--- config.mk ---
export PLATFORM = sky130hd
export DESIGN_NAME = serpentine_led_radial_map_top_flat
export DESIGN_NICKNAME = d
export VERILOG_FILES = /design/src/rtl/core/srlm_pkg.sv /design/src/rtl/core/srlm_ifs.sv /design/src/rtl/core/serpentine_led_radial_map_top.sv /design/src/flat_wrapper.sv
export SDC_FILE = /design/constraint.sdc
export NUM_CORES = 2
export LEC_CHECK = 0
export BUFFER_PORTS_ARGS = -buffer_cell sky130_fd_sc_hd__buf_2
export CAP_MARGIN = 20
export CORE_MARGIN = 4
export CORE_UTILIZATION = 55
export CTS_CLUSTER_SIZE = 14
export DETAILED_ROUTE_END_ITERATION = 12
export MAX_ROUTING_LAYER = met4
export PLACE_DENSITY = 0.71
export RECOVER_POWER = 50
export SETUP_SLACK_MARGIN = 0.15
export SLEW_MARGIN = 20
export SYNTH_ARGS = -nofsm -noshare
export SYNTH_HDL_FRONTEND = slang
export SYNTH_SLANG_ARGS = --single-unit
--- constraint.sdc ---
create_clock -name clk -period 14.2 [get_ports clk]
set_input_delay 2.13 -clock clk [delete_from_list [all_inputs] [get_ports clk]]
set_output_delay 2.13 -clock clk [all_outputs]
set_load 0.05 [all_outputs]
--- src/rtl/core/srlm_pkg.sv ---
// shared widths, register indexes, reset values and arithmetic constants
package srlm_pkg;

  // channel field widths
  localparam int LED_TOTAL_W = 7;
  localparam int LED_NUM_W   = 6;
  localparam int DIST_W      = 16;
  localparam int CFG_IDX_W   = 3;
  localparam int CFG_DATA_W  = 16;

  // configuration register indexes
  localparam logic [CFG_IDX_W-1:0] CFG_COS    = 3'd0;
  localparam logic [CFG_IDX_W-1:0] CFG_SIN    = 3'd1;
  localparam logic [CFG_IDX_W-1:0] CFG_SCALE  = 3'd2;
  localparam logic [CFG_IDX_W-1:0] CFG_OFF_X  = 3'd3;
  localparam logic [CFG_IDX_W-1:0] CFG_OFF_Y  = 3'd4;
  localparam logic [CFG_IDX_W-1:0] CFG_FIRST  = 3'd5;
  localparam logic [CFG_IDX_W-1:0] CFG_SHRINK = 3'd6;

  // register reset values
  localparam logic signed [15:0] COS_RST    = 16'sd16384;
  localparam logic signed [15:0] SIN_RST    = 16'sd0;
  localparam logic        [15:0] SCALE_RST  = 16'd4096;
  localparam logic signed [15:0] OFF_RST    = 16'sd0;
  localparam logic        [4:0]  FIRST_RST  = 5'd15;
  localparam logic        [3:0]  SHRINK_RST = 4'd2;

  // default chain length limit
  localparam int MAX_LEDS_DEF = 64;

  // coordinate normalization: divide by 45 * 2^15, round half away from zero
  localparam int  DEN_SHIFT = 15;
  localparam int  DIV_K     = 45;
  localparam longint unsigned HALF_DEN = (longint'(DIV_K) << DEN_SHIFT) / 2;
  // floor(2^32 / 45), product is shifted down by RECIP_SHIFT
  localparam int  RECIP_SHIFT = 32;
  localparam longint unsigned RECIP_45 = (64'd1 << RECIP_SHIFT) / DIV_K;

  // integer square root over a 42 bit radicand
  localparam int ROOT_W     = 42;
  localparam int ROOT_STEPS = ROOT_W / 2;

endpackage

--- src/rtl/core/srlm_ifs.sv ---
// valid/ready channel interfaces for start items, results and register writes
interface srlm_cmd_if import srlm_pkg::*; ();
  logic                   valid;
  logic                   ready;
  logic [LED_TOTAL_W-1:0] led_total;

  modport source (output valid, output led_total, input ready);
  modport sink   (input valid, input led_total, output ready);
endinterface

interface srlm_res_if import srlm_pkg::*; ();
  logic                 valid;
  logic                 ready;
  logic [LED_NUM_W-1:0] led_number;
  logic [DIST_W-1:0]    distance;
  logic                 last_of_run;

  modport source (output valid, output led_number, output distance, output last_of_run,
                  input ready);
  modport sink   (input valid, input led_number, input distance, input last_of_run,
                  output ready);
endinterface

interface srlm_cfg_if import srlm_pkg::*; ();
  logic                  valid;
  logic                  ready;
  logic [CFG_IDX_W-1:0]  index;
  logic [CFG_DATA_W-1:0] data;

  modport source (output valid, output index, output data, input ready);
  modport sink   (input valid, input index, input data, output ready);
endinterface

--- src/rtl/core/serpentine_led_radial_map_top.sv ---
// serpentine led radial map: walks the strip layout and emits one distance per led
// sequence: the start transfer is taken in idle, then each led runs through
//   12 products on the shared multiplier, each issued and then taken, 21 square root
//   steps and a load of the output register
// throughput: one start item per run; an unaccepted result stalls the next emit until
//   the result sink takes it; cmd.ready is low while a run is in flight
// reset: synchronous active high rst clears the sequencer and output valid and
//   loads every configuration register with its reset value; no clearing pass
module serpentine_led_radial_map_top import srlm_pkg::*; #(
  parameter int MAX_LEDS = MAX_LEDS_DEF
) (
  input  logic       clk,
  input  logic       rst,
  srlm_cmd_if.sink   cmd,
  srlm_res_if.source result,
  srlm_cfg_if.sink   cfg
);

  // run counter width: must hold the clamped total
  localparam int CNT_MIN_W = $clog2(MAX_LEDS + 1);
  localparam int TOT_W     = (CNT_MIN_W > LED_TOTAL_W) ? CNT_MIN_W : LED_TOTAL_W;

  // datapath widths, from the bounds of the layout and register ranges
  localparam int MUL_W  = 28;          // signed operand width of the shared multiplier
  localparam int PROD_W = 2 * MUL_W;
  localparam int ROT_W  = 26;          // |x*c - y*s| < 612 * 2^15
  localparam int NV_W   = 26;          // rounded magnitude after the 2^15 shift
  localparam int Q_W    = 21;          // quotient by 45
  localparam int ABS_W  = 21;          // |coordinate| in q4.12
  localparam int SV_W   = 22;          // signed coordinate in q4.12

  typedef enum logic [4:0] {
    S_IDLE  = 5'b00001,
    S_ISSUE = 5'b00010,
    S_TAKE  = 5'b00100,
    S_ROOT  = 5'b01000,
    S_EMIT  = 5'b10000
  } state_t;

  // micro-op sequence of one led
  typedef enum logic [3:0] {
    OP_XC   = 4'd0,
    OP_YS   = 4'd1,
    OP_XS   = 4'd2,
    OP_YC   = 4'd3,
    OP_XSC  = 4'd4,
    OP_XRC  = 4'd5,
    OP_XFIX = 4'd6,
    OP_YSC  = 4'd7,
    OP_YRC  = 4'd8,
    OP_YFIX = 4'd9,
    OP_SQX  = 4'd10,
    OP_SQY  = 4'd11
  } op_t;

  // configuration registers
  logic signed [15:0] rot_cos;
  logic signed [15:0] rot_sin;
  logic        [15:0] scale;
  logic signed [15:0] off_x;
  logic signed [15:0] off_y;
  logic        [4:0]  first_len;
  logic        [3:0]  shrink;

  // sequencer and walk state
  state_t           state;
  op_t              op;
  logic [4:0]       strip;
  logic [4:0]       pos;
  logic             dir;        // 0 forward, 1 backward
  logic [4:0]       cur_len;
  logic [TOT_W-1:0] emitted;
  logic [TOT_W-1:0] total;

  // datapath registers
  logic signed [PROD_W-1:0] prod;
  logic signed [ROT_W-1:0]  xr;
  logic signed [ROT_W-1:0]  yr;
  logic        [NV_W-1:0]   nv;
  logic                     neg;
  logic        [Q_W-1:0]    q;
  logic        [ABS_W-1:0]  ax;
  logic        [ABS_W-1:0]  ay;
  logic        [ROOT_W-1:0] sq;
  logic        [ROOT_W-1:0] root_v;
  logic        [ROOT_W-1:0] root_res;
  logic        [ROOT_W-1:0] root_bit;
  logic        [4:0]        root_cnt;

  // output register
  logic                 out_valid;
  logic [LED_NUM_W-1:0] out_num;
  logic [DIST_W-1:0]    out_dist;
  logic                 out_last;

  // ---------------------------------------------------------------------------
  // configuration port, always ready
  // ---------------------------------------------------------------------------
  assign cfg.ready = 1'b1;

  always_ff @(posedge clk) begin
    if (rst) begin
      rot_cos   <= COS_RST;
      rot_sin   <= SIN_RST;
      scale     <= SCALE_RST;
      off_x     <= OFF_RST;
      off_y     <= OFF_RST;
      first_len <= FIRST_RST;
      shrink    <= SHRINK_RST;
    end else if (cfg.valid) begin
      case (cfg.index)
        CFG_COS:    rot_cos   <= cfg.data;
        CFG_SIN:    rot_sin   <= cfg.data;
        CFG_SCALE:  scale     <= cfg.data;
        CFG_OFF_X:  off_x     <= cfg.data;
        CFG_OFF_Y:  off_y     <= cfg.data;
        CFG_FIRST:  first_len <= cfg.data[4:0];
        CFG_SHRINK: shrink    <= cfg.data[3:0];
        default: ;  // writes past the register list are dropped
      endcase
    end
  end

  // ---------------------------------------------------------------------------
  // start handling: clamp the requested count to the chain limit
  // ---------------------------------------------------------------------------
  logic [TOT_W-1:0] req_total;
  logic [TOT_W-1:0] clamp_total;

  assign cmd.ready   = (state == S_IDLE);
  assign req_total   = TOT_W'(cmd.led_total);
  assign clamp_total = (req_total > TOT_W'(MAX_LEDS)) ? TOT_W'(MAX_LEDS) : req_total;

  // ---------------------------------------------------------------------------
  // led point in half units: x = 12*strip + 3*pos, y = 5*pos
  // ---------------------------------------------------------------------------
  logic [8:0] pt_x;
  logic [7:0] pt_y;

  assign pt_x = ({4'd0, strip} << 3) + ({4'd0, strip} << 2) + ({4'd0, pos} << 1)
              + {4'd0, pos};
  assign pt_y = ({3'd0, pos} << 2) + {3'd0, pos};

  // ---------------------------------------------------------------------------
  // shared multiplier operand select
  // ---------------------------------------------------------------------------
  logic signed [MUL_W-1:0] mul_a;
  logic signed [MUL_W-1:0] mul_b;

  always_comb begin
    mul_a = '0;
    mul_b = '0;
    case (op)
      OP_XC: begin
        mul_a = MUL_W'(signed'({1'b0, pt_x}));
        mul_b = MUL_W'(rot_cos);
      end
      OP_YS: begin
        mul_a = MUL_W'(signed'({1'b0, pt_y}));
        mul_b = MUL_W'(rot_sin);
      end
      OP_XS: begin
        mul_a = MUL_W'(signed'({1'b0, pt_x}));
        mul_b = MUL_W'(rot_sin);
      end
      OP_YC: begin
        mul_a = MUL_W'(signed'({1'b0, pt_y}));
        mul_b = MUL_W'(rot_cos);
      end
      OP_XSC: begin
        mul_a = MUL_W'(xr);
        mul_b = MUL_W'(signed'({1'b0, scale}));
      end
      OP_YSC: begin
        mul_a = MUL_W'(yr);
        mul_b = MUL_W'(signed'({1'b0, scale}));
      end
      OP_XRC, OP_YRC: begin
        mul_a = MUL_W'(signed'({1'b0, nv}));
        mul_b = MUL_W'(signed'({1'b0, RECIP_45[MUL_W-2:0]}));
      end
      OP_XFIX, OP_YFIX: begin
        mul_a = MUL_W'(signed'({1'b0, q}));
        mul_b = MUL_W'(DIV_K);
      end
      OP_SQX: begin
        mul_a = MUL_W'(signed'({1'b0, ax}));
        mul_b = MUL_W'(signed'({1'b0, ax}));
      end
      OP_SQY: begin
        mul_a = MUL_W'(signed'({1'b0, ay}));
        mul_b = MUL_W'(signed'({1'b0, ay}));
      end
      default: ;
    endcase
  end

  // ---------------------------------------------------------------------------
  // product post-processing
  // ---------------------------------------------------------------------------
  logic [PROD_W-1:0] prod_mag;
  logic [41:0]       rounded;
  logic [NV_W:0]     rem;
  logic [Q_W-1:0]    q_fix;
  logic signed [SV_W-1:0] q_signed;
  logic signed [SV_W-1:0] coord;
  logic [ABS_W-1:0]  coord_abs;
  logic [ROOT_W-1:0] sq_sum;

  always_comb begin
    // round half away from zero: magnitude plus half the divisor, then shift by 2^15
    prod_mag  = prod[PROD_W-1] ? PROD_W'(-prod) : PROD_W'(prod);
    rounded   = prod_mag[41:0] + 42'(HALF_DEN);
    // reciprocal quotient is low by at most one, one correction step fixes it
    rem       = {1'b0, nv} - prod[NV_W:0];
    q_fix     = q + Q_W'(rem >= (NV_W+1)'(DIV_K));
    q_signed  = neg ? -SV_W'(signed'({1'b0, q_fix})) : SV_W'(signed'({1'b0, q_fix}));
    coord     = q_signed + SV_W'((op == OP_YFIX) ? off_y : off_x);
    coord_abs = coord[SV_W-1] ? ABS_W'(-coord) : ABS_W'(coord);
    sq_sum    = sq + prod[ROOT_W-1:0];
  end

  // ---------------------------------------------------------------------------
  // square root step, one result bit per cycle
  // ---------------------------------------------------------------------------
  logic [ROOT_W:0]     root_trial;
  logic                root_fit;
  logic [ROOT_W-1:0]   root_res_next;
  logic [ROOT_W-1:0]   root_v_next;

  always_comb begin
    root_trial    = {1'b0, root_res} + {1'b0, root_bit};
    root_fit      = {1'b0, root_v} >= root_trial;
    root_v_next   = root_fit ? (root_v - root_trial[ROOT_W-1:0]) : root_v;
    root_res_next = root_fit ? ((root_res >> 1) + root_bit) : (root_res >> 1);
  end

  // ---------------------------------------------------------------------------
  // serpentine advance, evaluated when a result is loaded
  // ---------------------------------------------------------------------------
  logic             at_end;
  logic [4:0]       len_next;
  logic [TOT_W-1:0] cnt_next;
  logic             run_last;
  logic [DIST_W-1:0] dist_sat;
  logic             out_free;

  always_comb begin
    at_end   = dir ? (pos == 5'd0) : (({1'b0, pos} + 6'd1) >= {1'b0, cur_len});
    len_next = (cur_len > {1'b0, shrink}) ? (cur_len - {1'b0, shrink}) : 5'd0;
    cnt_next = emitted + TOT_W'(1);
    // ends on the requested count, or when the next strip would be empty
    run_last = (at_end && (len_next == 5'd0)) || (cnt_next >= total);
    dist_sat = (root_res > ROOT_W'({DIST_W{1'b1}})) ? {DIST_W{1'b1}}
                                                    : root_res[DIST_W-1:0];
    out_free = !out_valid || result.ready;
  end

  // ---------------------------------------------------------------------------
  // sequencer
  // ---------------------------------------------------------------------------
  always_ff @(posedge clk) begin
    if (rst) begin
      state   <= S_IDLE;
      op      <= OP_XC;
      strip   <= '0;
      pos     <= '0;
      dir     <= 1'b0;
      cur_len <= '0;
      emitted <= '0;
      total   <= '0;
    end else begin
      case (state)
        S_IDLE: begin
          if (cmd.valid) begin
            strip   <= '0;
            pos     <= '0;
            dir     <= 1'b0;
            cur_len <= first_len;
            emitted <= '0;
            total   <= clamp_total;
            op      <= OP_XC;
            // empty first strip or zero count: run gives no results
            if ((clamp_total != '0) && (first_len != 5'd0)) begin
              state <= S_ISSUE;
            end
          end
        end
        S_ISSUE: begin
          state <= S_TAKE;
        end
        S_TAKE: begin
          if (op == OP_SQY) begin
            state <= S_ROOT;
          end else begin
            op    <= op_t'(op + 4'd1);
            state <= S_ISSUE;
          end
        end
        S_ROOT: begin
          if (root_cnt == 5'd0) begin
            state <= S_EMIT;
          end
        end
        S_EMIT: begin
          if (out_free) begin
            emitted <= cnt_next;
            op      <= OP_XC;
            if (at_end) begin
              strip   <= strip + 5'd1;
              cur_len <= len_next;
              dir     <= !dir;
              pos     <= (len_next == 5'd0 || dir) ? 5'd0 : (len_next - 5'd1);
            end else begin
              pos <= dir ? (pos - 5'd1) : (pos + 5'd1);
            end
            state <= run_last ? S_IDLE : S_ISSUE;
          end
        end
        default: state <= S_IDLE;
      endcase
    end
  end

  // ---------------------------------------------------------------------------
  // datapath registers
  // ---------------------------------------------------------------------------
  always_ff @(posedge clk) begin
    if (state == S_ISSUE) begin
      prod <= mul_a * mul_b;
    end
    if (state == S_TAKE) begin
      case (op)
        OP_XC:   xr <= prod[ROT_W-1:0];
        OP_YS:   xr <= xr - prod[ROT_W-1:0];
        OP_XS:   yr <= prod[ROT_W-1:0];
        OP_YC:   yr <= yr + prod[ROT_W-1:0];
        OP_XSC, OP_YSC: begin
          neg <= prod[PROD_W-1];
          nv  <= rounded[DEN_SHIFT+NV_W-1:DEN_SHIFT];
        end
        OP_XRC, OP_YRC: q <= prod[RECIP_SHIFT+Q_W-1:RECIP_SHIFT];
        OP_XFIX: ax <= coord_abs;
        OP_YFIX: ay <= coord_abs;
        OP_SQX:  sq <= prod[ROOT_W-1:0];
        OP_SQY: begin
          root_v   <= sq_sum;
          root_res <= '0;
          root_bit <= ROOT_W'(1) << (ROOT_W - 2);
          root_cnt <= 5'(ROOT_STEPS - 1);
        end
        default: ;
      endcase
    end
    if (state == S_ROOT) begin
      root_v   <= root_v_next;
      root_res <= root_res_next;
      root_bit <= root_bit >> 2;
      root_cnt <= root_cnt - 5'd1;
    end
  end

  // ---------------------------------------------------------------------------
  // output register, parts the result sink from the sequencer
  // ---------------------------------------------------------------------------
  always_ff @(posedge clk) begin
    if (rst) begin
      out_valid <= 1'b0;
    end else if (state == S_EMIT && out_free) begin
      out_valid <= 1'b1;
    end else if (result.ready) begin
      out_valid <= 1'b0;
    end
  end

  always_ff @(posedge clk) begin
    if (state == S_EMIT && out_free) begin
      out_num  <= emitted[LED_NUM_W-1:0];
      out_dist <= dist_sat;
      out_last <= run_last;
    end
  end

  assign result.valid       = out_valid;
  assign result.led_number  = out_num;
  assign result.distance    = out_dist;
  assign result.last_of_run = out_last;

  // ---------------------------------------------------------------------------
  // assertions
  // ---------------------------------------------------------------------------
  a_count_bound: assert property (@(posedge clk) disable iff (rst)
    (state != S_IDLE) |-> (emitted < total))
    else $error("led count ran past the run total");

  a_strip_nonempty: assert property (@(posedge clk) disable iff (rst)
    (state == S_ISSUE) |-> (cur_len != 5'd0))
    else $error("led computed on an empty strip");

  a_pos_in_strip: assert property (@(posedge clk) disable iff (rst)
    (state == S_ISSUE) |-> (pos < cur_len))
    else $error("position outside the current strip");

  a_load_from_emit: assert property (@(posedge clk) disable iff (rst)
    $rose(out_valid) |-> ($past(state) == S_EMIT))
    else $error("result valid raised outside the emit step");

  a_root_to_emit: assert property (@(posedge clk) disable iff (rst)
    (state == S_ROOT && root_cnt == 5'd0) |=> (state == S_EMIT))
    else $error("square root did not hand over to emit");

endmodule
--- src/flat_wrapper.sv ---
// flat-port wrapper written by rule: the top's interface ports become plain ports
module serpentine_led_radial_map_top_flat import srlm_pkg::*;
#(
  parameter int MAX_LEDS = MAX_LEDS_DEF
)
  (clk, rst, cmd_valid, cmd_led_total, cmd_ready, result_valid, result_led_number, result_distance, result_last_of_run, result_ready, cfg_valid, cfg_index, cfg_data, cfg_ready);
  srlm_cmd_if cmd_i ();
  srlm_res_if result_i ();
  srlm_cfg_if cfg_i ();
  input  logic clk;
  input  logic rst;
  input wire logic [$bits(cmd_i.valid)-1:0] cmd_valid;
  input wire logic [$bits(cmd_i.led_total)-1:0] cmd_led_total;
  output wire logic [$bits(cmd_i.ready)-1:0] cmd_ready;
  output wire logic [$bits(result_i.valid)-1:0] result_valid;
  output wire logic [$bits(result_i.led_number)-1:0] result_led_number;
  output wire logic [$bits(result_i.distance)-1:0] result_distance;
  output wire logic [$bits(result_i.last_of_run)-1:0] result_last_of_run;
  input wire logic [$bits(result_i.ready)-1:0] result_ready;
  input wire logic [$bits(cfg_i.valid)-1:0] cfg_valid;
  input wire logic [$bits(cfg_i.index)-1:0] cfg_index;
  input wire logic [$bits(cfg_i.data)-1:0] cfg_data;
  output wire logic [$bits(cfg_i.ready)-1:0] cfg_ready;
  assign cmd_i.valid = cmd_valid;
  assign cmd_i.led_total = cmd_led_total;
  assign cmd_ready = cmd_i.ready;
  assign result_valid = result_i.valid;
  assign result_led_number = result_i.led_number;
  assign result_distance = result_i.distance;
  assign result_last_of_run = result_i.last_of_run;
  assign result_i.ready = result_ready;
  assign cfg_i.valid = cfg_valid;
  assign cfg_i.index = cfg_index;
  assign cfg_i.data = cfg_data;
  assign cfg_ready = cfg_i.ready;
  serpentine_led_radial_map_top #(.MAX_LEDS(MAX_LEDS)) u_core (.clk(clk), .rst(rst), .cmd(cmd_i), .result(result_i), .cfg(cfg_i));
endmodule
==> flow_summary.json <==
{
  "critPathKind": "flip-flop to flip-flop",
  "routed_wl_um": 180000,
  "reg2reg_to": "u_core.prod[52]",
  "synthArstFlopShare_pct": 0,
  "powerDensity_mw_per_mm2": 79.8,
  "hold_path_depth": 0,
  "layout_setup_ws_ns": 2.10,
  "syn-instance-count": 6693,
  "via_per_inst": 5.94,
  "rrSetupSlack_ns": 2.10,
  "worst_slew_pin_slew_ns": 3.90,
  "initial_core_util_pct": 55.5,
  "nets": 8012,
  "grt_pass1_vias": 49900,
  "wl_per_cell_um": 21.8,
  "portBuffers": 55,
  "final.setup.tns_ns": 0,
  "violations": "max-capacitance violations, max-slew violations",
  "vdd_drop_max_mv": 0.122,
  "p_sw_share_pct": 36.2,
  "crit_required_ns": 14.57,
  "r2r_start": "u_core.op[0]",
  "syn2layout_area_growth_pct": 6.69,
  "clkPwrFrac_pct": 30.3,
  "min_to": "u_core.q[13]",
  "internal_power_mw": 3.35,
  "remaining_drc_errors": 0,
  "fin_cells": 8248,
  "grt_usage_pct": 31.9,
  "ys.flop_type": "edfxtp_1",
  "max_freq_mhz": 82.7,
  "yosysUniqueCellTypes": 110,
  "synth_mux_area_share_pct": 0.571,
  "start_kind": "flip-flop",
  "core_mm2": 0.111,
  "dpl.cell_count": 8133,
  "synth_edf_count": 370,
  "drtAntennaViolNets": 0,
  "synth_fa_ha_area_share_pct": 35.9,
  "cts_setup_buffers": 0,
  "cts_buffers": 57,
  "pwr-share-comb_pct": 36.3,
  "hp-class": "flip-flop to flip-flop",
  "grt_max_degree": 89,
  "status": "finished with violations",
  "finalCritPeriodShare_pct": 85.2,
  "cts_resized": 0,
  "yosysMostFrequentCell": "inv_1",
  "die_y_um": 343,
  "worstPathMaxFanout": 55,
  "pre_cts_slack_ns": 2.88,
  "die_area_mm2": 0.117,
  "finClkSkew_ns": 0.0360,
  "yosys_register_bits": 500,
  "cpPeakStageDelay_ns": 1.66,
  "rsz0062_at_grt": "no",
  "clkSinkCount": 500,
  "yosys-top-cells-area": "fa_1 26%, edfxtp_1 18%, ha_1 9.4%, inv_1 5.8%, nand2_1 5.7%",
  "clock_path_buffers": 3,
  "hold_viol_final": 0,
  "synth.largest_area_cell": "fa_1",
  "dr_total_vias": 49000,
  "power.switching_mw": 1.90,
  "total_power_mw": 5.25,
  "synth_common_cells": "955 x inv_1, 939 x nand2_1, 815 x fa_1",
  "cts_tree": "yes",
  "rows": 122,
  "grt_pass1_wl_um": 283000,
  "antenna_found_initial": 6,
  "die_width_um": 343,
  "syn-cell-area_mm2": 0.0616,
  "synth-simple-area-share_pct": 14.7,
  "crit_path_end_kind": "flip-flop",
  "synth_compound_area_share_pct": 14.1,
  "drt_iter0_drc": 4296,
  "syn_avg_cell_area_um2": 9.20,
  "clk_latency_ns": 0.65,
  "synth-xor-area-share_pct": 5.16,
  "synth_top_family_by_area": "adder cells",
  "crit_arrival_ns": 12.47,
  "pwr-share-seq_pct": 33.4,
  "drv_cap": 13,
  "synth-warning-count": 0,
  "crit_slowest_cell": "clkbuf_1",
  "rr_worst_depth": 30,
  "dp_hpwl_um": 142000,
  "drive_gt1_share_pct": 5.15,
  "p_leak_nw": 30.0,
  "grt-ovfl-total": 0,
  "clockRootBuffer": "clkbuf_16",
  "synth_top_area_share_pct": 26.5,
  "slew_headroom_pct": -160,
  "hold_buffers": 0,
  "min_from": "u_core.prod[45]",
  "fin_crit_ns": 12.10,
  "io_pins": 57,
  "drv_slew": 619,
  "place_congestion": 0.988,
  "yosysSeqAreaShare_pct": 22.3,
  "htree_num_levels": 2,
  "cts.clk_slew.worst_paths_ns": 0.06,
  "drt_pass1_iterations": 9,
  "finalSetupViolCount": 0
}
[cells in the final DEF (no fill, tap or decap), types with 50 or more instances in the layout]
cell type,synthesis,final
clkbuf_16,0,60
nand2_1,939,938
nor2_1,432,428
edfxtp_1,370,370
a21o_1,136,136
nand4_1,52,52
or3_1,58,58
a31oi_1,68,68
a211oi_1,57,56
a21oi_1,417,416
xnor2_1,211,211
fa_1,815,815
o21ai_0,239,237
buf_4,3,76
inv_1,955,955
nand3_1,90,90
and2_1,82,72
dfxtp_1,130,130
ha_1,461,461
buf_2,15,54
conb_1,2,50
xor2_1,150,150
nor3_1,84,83
[flip-flops by register name, indices dropped and copies added (netlist names), 26 cells and up]
| signal | count |
|---|---|
| u_core.prod | 54 |
| u_core.root_res | 42 |
| u_core.root_v | 42 |
| u_core.sq | 42 |
| u_core.nv | 26 |
| u_core.xr | 26 |
| u_core.yr | 26 |
[layout make-up]
class                      instances  area [um2]
fill                            9804       45300
multi-input combinational       5043       43600
sequential                       500       13700
inverter                         956        3590
tap                             1488        1860
clock buffer                      74        1630
timing repair buffer             147         905
clock inverter                    34         387
antenna                            6        15.0
[critical path: cells and delay by family (launching register included)]
family | cells | cell delay (ns)
buffers and inverters | 4 | 2.19
AND/OR/NAND/NOR | 6 | 2.20
adder cells (fa/ha/maj) | 10 | 3.97
flip-flops | 1 | 0.34
XOR/XNOR | 1 | 0.12
AO/OA/AOI/OAI | 9 | 2.99
[routing by layer]
metal | share of wire (%) | vias to the layer above | GRT usage (%)
met4 | 5.7 | 0 | 14.6
met3 | 8.4 | 507 | 5.70
met2 | 46 | 1970 | 50.6
met5 | 0 | - | -
li1 | - | 22400 | -
met1 | 40 | 24100 | 40.2
[how the worst max path moves through the flow]
| stage | startpoint | to |
|---|---|---|
| 2_1_floorplan | u_core.pos[3] | u_core.prod[51] |
| 3_3_place_gp | u_core.pos[3] | u_core.prod[51] |
| 3_5_place_dp | u_core.pos[3] | u_core.prod[51] |
| 4_1_cts | u_core.pos[3] | u_core.prod[52] |
| 5_1_grt | u_core.op[0] | u_core.prod[52] |
| 6_report | u_core.op[0] | u_core.prod[52] |
[power groups by stage]
stage | registers (mW) | clock network [mW] | logic (mW)
after global routing | 1.76 | 1.66 | 2.13
after floorplan | 1.75 | 0 | 1.39
after CTS | 1.74 | 1.61 | 1.89
final | 1.75 | 1.59 | 1.90
after global placement | 1.77 | 0 | 1.85
after detailed placement | 1.78 | 0 | 1.87
[metrics by stage]
stage | util, % | hold slack (ns) | area (um2)
3_3_place_gp | 57.4 | 0.403 | 63700
2_1_floorplan | - | 0.400 | 61800
3_5_place_dp | 57.5 | 0.405 | 63800
5_1_grt | 59.2 | 0.423 | 65700
6_report | 59.2 | 0.416 | 65700
4_1_cts | 59.3 | 0.417 | 65800
[kinds of logic (layout without fill, tap and decap cells)]
kind of cell / Yosys count / in the layout
AO/OA/AOI/OAI: 1329 / 1329
buffers and inverters: 1198 / 1211
XOR/XNOR: 362 / 362
multiplexers: 33 / 33
AND/OR/NAND/NOR: 1993 / 1993
adder cells (fa/ha/maj): 1276 / 1276
other: 2 / 56
flip-flops: 500 / 500
Power figures use the tool's default switching activity.
